**config.mk**
```make
export PLATFORM = sky130hd
export DESIGN_NAME = ecgpe_capture
export DESIGN_NICKNAME = d
export VERILOG_FILES = /design/src/design/ecgpe_pkg.sv /design/src/design/ecgpe_capture.sv
export SDC_FILE = /design/constraint.sdc
export NUM_CORES = 1
export LEC_CHECK = 0
export BUFFER_PORTS_ARGS = -buffer_cell sky130_fd_sc_hd__buf_2
export CORE_ASPECT_RATIO = 1.5
export CORE_MARGIN = 5
export CORE_UTILIZATION = 60
export DETAILED_ROUTE_END_ITERATION = 8
export HOLD_SLACK_MARGIN = 0.02
export PLACE_DENSITY = 0.9
export SYNTH_ARGS = -nofsm -noshare
export SYNTH_HDL_FRONTEND = slang
export SYNTH_SLANG_ARGS = --single-unit
```
**constraint.sdc**
```tcl
create_clock -name clk -period 4.85 [get_ports clk]
set_input_delay 0.97 -clock clk [delete_from_list [all_inputs] [get_ports clk]]
set_output_delay 0.97 -clock clk [all_outputs]
set_load 0.03 [all_outputs]
```
**src/design/ecgpe_pkg.sv**
```systemverilog
// Shared types and constants for the ECG pulse envelope and decimator.
// No dependencies; every other design file imports this package.
`default_nettype none

package ecgpe_pkg;

  // Fixed field and state widths.
  localparam int ENV_W      = 32;
  localparam int FRAC_W     = 16;
  localparam int DECAY_W    = 16;
  localparam int CNT_W      = 32;
  localparam int GSUM_W     = 18;
  localparam int CFG_IDX_W  = 1;
  localparam int CFG_DATA_W = 16;

  // Envelope ceiling (65535.0 in Q16.16) and group sum ceiling.
  localparam logic [ENV_W-1:0]  MIN_CEIL    = 32'hFFFF_0000;
  localparam logic [GSUM_W-1:0] SUM_MAX     = 18'h3FFFF;
  localparam logic [CNT_W-1:0]  CNT_MAX     = 32'hFFFF_FFFF;
  localparam logic [DECAY_W-1:0] DECAY_RST  = 16'd655;

  // Transaction opcodes.
  typedef enum logic {
    OP_SAMPLE = 1'b0,
    OP_START  = 1'b1
  } op_t;

  // Configuration register indexes.
  typedef enum logic [CFG_IDX_W-1:0] {
    CFG_LED_ENABLE = 1'b0,
    CFG_DECAY      = 1'b1
  } cfg_idx_t;

  // Per-cycle step control from the pipeline to the state units.
  typedef struct packed {
    logic fire;
    logic start;
  } step_ctl_t;

endpackage

`default_nettype wire

```
**src/design/ecgpe_capture.sv**
```systemverilog
// Block counter, capture arming and decimating group-sum accumulator.
// Depends on ecgpe_pkg.
`default_nettype none

module ecgpe_capture
  import ecgpe_pkg::*;
#(
  parameter int BLOCK_LEN   = 32,
  parameter int DECIMATION  = 4,
  parameter int SAMPLE_BITS = 16
) (
  input  wire logic                   clk,
  input  wire logic                   rst_n,
  input  wire step_ctl_t              ctl,
  input  wire logic [SAMPLE_BITS-1:0] code,
  input  wire logic [CNT_W-1:0]       capture_length,
  output logic                        mean_valid,
  output logic [GSUM_W-1:0]           group_sum,
  output logic                        capturing,
  output logic                        capture_done
);

  localparam int BP_W   = $clog2(BLOCK_LEN);
  localparam int GP_W   = (DECIMATION > 1) ? $clog2(DECIMATION) : 1;
  localparam int PSUM_W = SAMPLE_BITS + $clog2(DECIMATION + 1);

  logic [BP_W-1:0]   bpos_r, bpos_nxt;
  logic [GP_W-1:0]   gpos_r, gpos_nxt;
  logic [PSUM_W-1:0] psum_r, psum_nxt;
  logic [CNT_W-1:0]  count_r, count_nxt;
  logic [CNT_W-1:0]  target_r, target_nxt;
  logic              active_r, active_nxt;
  logic              pending_r, pending_nxt;

  logic              at_start, block_end, group_end, active_eff;
  logic [PSUM_W-1:0] psum_base, psum_add;
  logic [CNT_W-1:0]  count_inc, target_m1;

  // Per-transaction capture and decimation step.
  always_comb begin
    at_start   = (bpos_r == '0);
    block_end  = (bpos_r == BP_W'(BLOCK_LEN - 1));
    group_end  = (gpos_r == GP_W'(DECIMATION - 1));
    active_eff = active_r || (at_start && pending_r);
    psum_base  = at_start ? '0 : psum_r;
    psum_add   = psum_base + PSUM_W'(code);
    count_inc  = (count_r == CNT_MAX) ? count_r : count_r + CNT_W'(1);
    target_m1  = (target_r == '0) ? '0 : target_r - CNT_W'(1);

    bpos_nxt     = bpos_r;
    gpos_nxt     = gpos_r;
    psum_nxt     = psum_r;
    count_nxt    = count_r;
    target_nxt   = target_r;
    active_nxt   = active_r;
    pending_nxt  = pending_r;
    mean_valid   = 1'b0;
    group_sum    = '0;
    capture_done = 1'b0;

    if (ctl.start) begin
      // Start command: ignored while a capture is active or pending.
      if (!active_r && !pending_r) begin
        target_nxt  = capture_length;
        count_nxt   = '0;
        pending_nxt = 1'b1;
      end
    end else begin
      pending_nxt = pending_r && !at_start;
      active_nxt  = active_eff;
      psum_nxt    = psum_base;
      if (active_eff) begin
        count_nxt = count_inc;
        psum_nxt  = psum_add;
        if (group_end) begin
          mean_valid = 1'b1;
          group_sum  = (32'(psum_add) > 32'(SUM_MAX)) ? SUM_MAX : GSUM_W'(psum_add);
          psum_nxt   = '0;
        end
        if (block_end && (count_inc >= target_m1)) begin
          active_nxt   = 1'b0;
          capture_done = 1'b1;
        end
      end
      bpos_nxt = block_end ? '0 : bpos_r + BP_W'(1);
      gpos_nxt = (block_end || group_end) ? '0 : gpos_r + GP_W'(1);
    end

    capturing = active_nxt || pending_nxt;
  end

  always_ff @(posedge clk) begin
    if (!rst_n) begin
      bpos_r    <= '0;
      gpos_r    <= '0;
      psum_r    <= '0;
      count_r   <= '0;
      target_r  <= '0;
      active_r  <= 1'b0;
      pending_r <= 1'b0;
    end else if (ctl.fire) begin
      bpos_r    <= bpos_nxt;
      gpos_r    <= gpos_nxt;
      psum_r    <= psum_nxt;
      count_r   <= count_nxt;
      target_r  <= target_nxt;
      active_r  <= active_nxt;
      pending_r <= pending_nxt;
    end
  end

  // A capture is never active and pending at the same time.
  a_no_active_and_pending: assert property (@(posedge clk) disable iff (!rst_n)
    !(active_r && pending_r))
    else $error("capture active and pending together");

  // A finished capture leaves nothing running.
  a_done_stops: assert property (@(posedge clk) disable iff (!rst_n)
    (ctl.fire && capture_done) |=> (!active_r && !pending_r))
    else $error("capture still running after done");

  // Group sums are only emitted from an active capture.
  a_sum_needs_active: assert property (@(posedge clk) disable iff (!rst_n)
    (ctl.fire && mean_valid) |-> active_eff)
    else $error("group sum without active capture");

endmodule

`default_nettype wire

```
==> flow_summary.yaml <==
floorplanning:
  core_sq_um: 12000
  die_area_sq_um: 14500
  pin_count: 73
  rows: 49
  die-width_um: 100
  die_h_um: 145
  initial_core_util_pct: 61.0
pwr:
  power.density_nw_per_um2: 231
  power_frac_seq_pct: 37.7
  clockPowerShare_pct: 33.9
  finalPower_mw: 2.12
  switching_share_pct: 33.2
  irDropWorstVdd_mv: 0.201
  p_switching_mw: 0.704
  power_frac_comb_pct: 28.5
  power.internal_mw: 1.42
  leakagePower_nw: 3.91
flow_run:
  drv_cap: 0
sta:
  final.min_clock_period_ns: 5.14
  clock.fmax_mhz: 194
  slew_headroom_pct: 15.0
  period_share_pct: 106
  fin_ws_ns: -0.294
  setup_violations: 4
  finalHoldViolCount: 0
  slew_violations: 0
  rsz0062_at_grt: "true"
  worst_pin_slew_ns: 1.27
  finalClockSkew_ns: 0.00720
clock_tree:
  cts_buffers: 9
  clk_latency_ns: 0.35
  cts-root-buf: "clkbuf_16"
  clkSinkCount: 92
  hold_buffers: 0
  h-tree-depth: 3
  clkTransAtPathRegs_ns: 0.07
  cts_tree: "done"
  cts_buffer_depth: 2
placement:
  hpwl_um: 15000
  io_buffer_count: 72
  gp_congestion: 0.965
  placedInstanceArea_sq_um: 7890
yosys:
  synth_compound_area_share_pct: 24.4
  synthCells: 957
  synthAdderAreaFrac_pct: 9.71
  synth_xor_area_share_pct: 7.21
  synth.yosys.warnings: 0
  syn_nets: 1065
  synth.cell_area_sq_um: 7290
  yosysSeqAreaShare_pct: 25.3
  synth-edff-count: 0
  yosys.area_share.simple_pct: 28.7
  synth_area_per_cell_sq_um: 7.62
  synth_cell_types: 75
  synth_top_family_by_area: "simple AND/OR/NAND/NOR gates"
  ys.flop_type: "dfxtp_1"
  async_reset_ff_share_pct: 0
  synth_seq_cells: 92
  synthMuxAreaShare_pct: 0.412
finish:
  drive_gt1_share_pct: 25.7
  final_net_count: 1163
  multiInputGateArea_sq_um: 5660
  regArea_sq_um: 1870
  area_growth_pct: 25.6
  num-fill-cells: 737
  diodes: 0
  postLayoutCellArea_sq_um: 9160
global_routing:
  antenna_found_initial: 0
  grt_pass1_vias: 7440
  grt_usage_pct: 28.9
  grt_first_pass_wirelength_um: 34700
  overflow: 0
  grt_max_degree: 49
detailed_routing:
  drc: 0
  drt-total-wl_um: 25300
  antenna_left: 0
  wl_per_cell_um: 20.8
  drt-initial-drc-count: 798
  dr.pass1.iters: 7
  vias: 8236
  vias_per_cell: 6.80
worst_setup_path:
  startpoint_type: "register"
  reg2regPathDepth: 13
  critPathArrivalTime_ns: 4.17
  crit_type: "register to output port"
  cp.required_ns: 3.88
  cp-end-kind: "output port"
  cp_max_fo: 18
hold_path:
  holdPathStages: 2
  holdCritPathClass: "register to register"
outcome:
  outcome: "finished with violations"
  violations: "negative setup slack"
-- stage by stage --
| stage | worst slack (ns) | util [%] | hold slack [ns] | setup TNS [ns] | instances |
|---|---|---|---|---|---|
| 2_1_floorplan | 0.0783 | - | 0.435 | 0 | 957 |
| 3_3_place_gp | 0.288 | 66.0 | 0.446 | 0 | 1166 |
| 3_5_place_dp | 0.134 | 66.0 | 0.461 | 0 | 1166 |
| 4_1_cts | 0.000543 | 70.8 | 0.470 | 0 | 1192 |
| 5_1_grt | -0.331 | 76.6 | 0.489 | -1.82 | 1212 |
| 6_report | -0.294 | 76.6 | 0.473 | -0.474 | 1212 |
-- cell usage after synthesis, drive strengths merged (18+ instances only) --
cell	n	area [sq um]
a21boi	40	300
a21o	18	135
a21oi	67	335
and2	28	175
and3	20	125
clkbuf	38	143
dfxtp	92	1840
ha	55	688
inv	21	78.8
nand2	178	668
nand3	28	158
nor2	39	146
nor3	23	130
o21ai	51	263
xnor2	28	245
xor2	32	280
-- path summary, 6_finish.rpt --
path	endpoint	slack, ns	start
worst min register to register	psum_r[15]	0.47	psum_r[15]
worst max register to register	active_r	1.27	target_r[18]
worst min-delay path	psum_r[15]	0.47	psum_r[15]
worst max-delay path	capturing	-0.29	target_r[18]
-- cells in the final DEF (no fill, tap or decap), types with 5 or more instances in the layout --
cell type / n
a211oi_1: 5
a21boi_0: 39
a21o_1: 18
a21oi_1: 44
a21oi_2: 20
a31oi_1: 15
and2_1: 24
and3_1: 17
buf_2: 52
buf_4: 56
buf_6: 24
clkbuf_16: 12
dfxtp_1: 76
dfxtp_2: 12
ha_1: 46
ha_4: 6
inv_1: 18
nand2_1: 173
nand2b_1: 7
nand3_1: 26
nand4_1: 10
nor2_1: 37
nor2b_1: 12
nor3_1: 15
nor3_2: 7
nor4_1: 8
nor4_4: 5
o2111ai_1: 5
o211ai_1: 7
o21a_1: 5
o21ai_0: 41
o21ai_1: 7
o31ai_1: 8
or3_1: 11
or4_1: 6
xnor2_1: 25
xor2_1: 32
-- layer usage --
metal / vias to the layer above / global-route usage (%) / part of all wire, %
met5: - / 0 / 0
met4: 0 / 15.1 / 8.3
met3: 204 / 6.29 / 8.4
met2: 582 / 52.8 / 50
met1: 3809 / 30.1 / 33
li1: 3641 / - / -
-- registers in the layout, indices dropped and copies added (netlist names) --
signal,cells
active_r,1
bpos_r,5
count_r,32
gpos_r,2
pending_r,1
psum_r,19
target_r,32
-- worst max-delay path, cell delays in order, from the launching register on --
cell       delay, ns
dfxtp_2         0.33
or4_4           0.55
nor4_4          0.24
nand2_2         0.16
or3_4           0.44
buf_6           0.17
nand2_1         0.08
ha_1            0.28
a21o_1          0.24
a21oi_2         0.22
o2111ai_1       0.18
a21o_1          0.24
a311oi_2        0.30
a2bb2oi_2       0.20
buf_6           0.15
-- logic make-up (layout without fill, tap and decap cells) --
| group | count (synthesis) | after routing |
|---|---|---|
| and+or+nand+nor | 407 | 407 |
| AOI/OAI and AO/OA | 268 | 268 |
| DFF | 92 | 92 |
| buffers and inverters | 71 | 173 |
| xor gates and xnor gates | 60 | 60 |
| adders and majority gates | 56 | 56 |
| muxes | 3 | 3 |
-- layout make-up --
class / count / area share (%)
clock buffer: 9 / 2.46
clock inverter: 6 / 0.724
inverter: 21 / 0.888
multi-input combinational: 794 / 61.8
sequential: 92 / 20.4
tap: 153 / 2.09
timing repair buffer: 137 / 11.6
-- power groups by stage --
stage               registers, mW  logic (mW)  clock network, mW
detailed placement          0.813       0.435                  0
global placement            0.811       0.424                  0
CTS                         0.795       0.482              0.713
finish                      0.798       0.603              0.718
floorplan                   0.808       0.320                  0
global route                0.799       0.646              0.747
-- timing repair --
item,4_1_cts,5_1_grt
cloned,0,3
pin swaps,20,32
setup buffers,11,17
hold endpoints to repair,0,0
endpoints found under the setup margin,20,20
resized for setup,54,129
(Power assumes the default switching activity.)
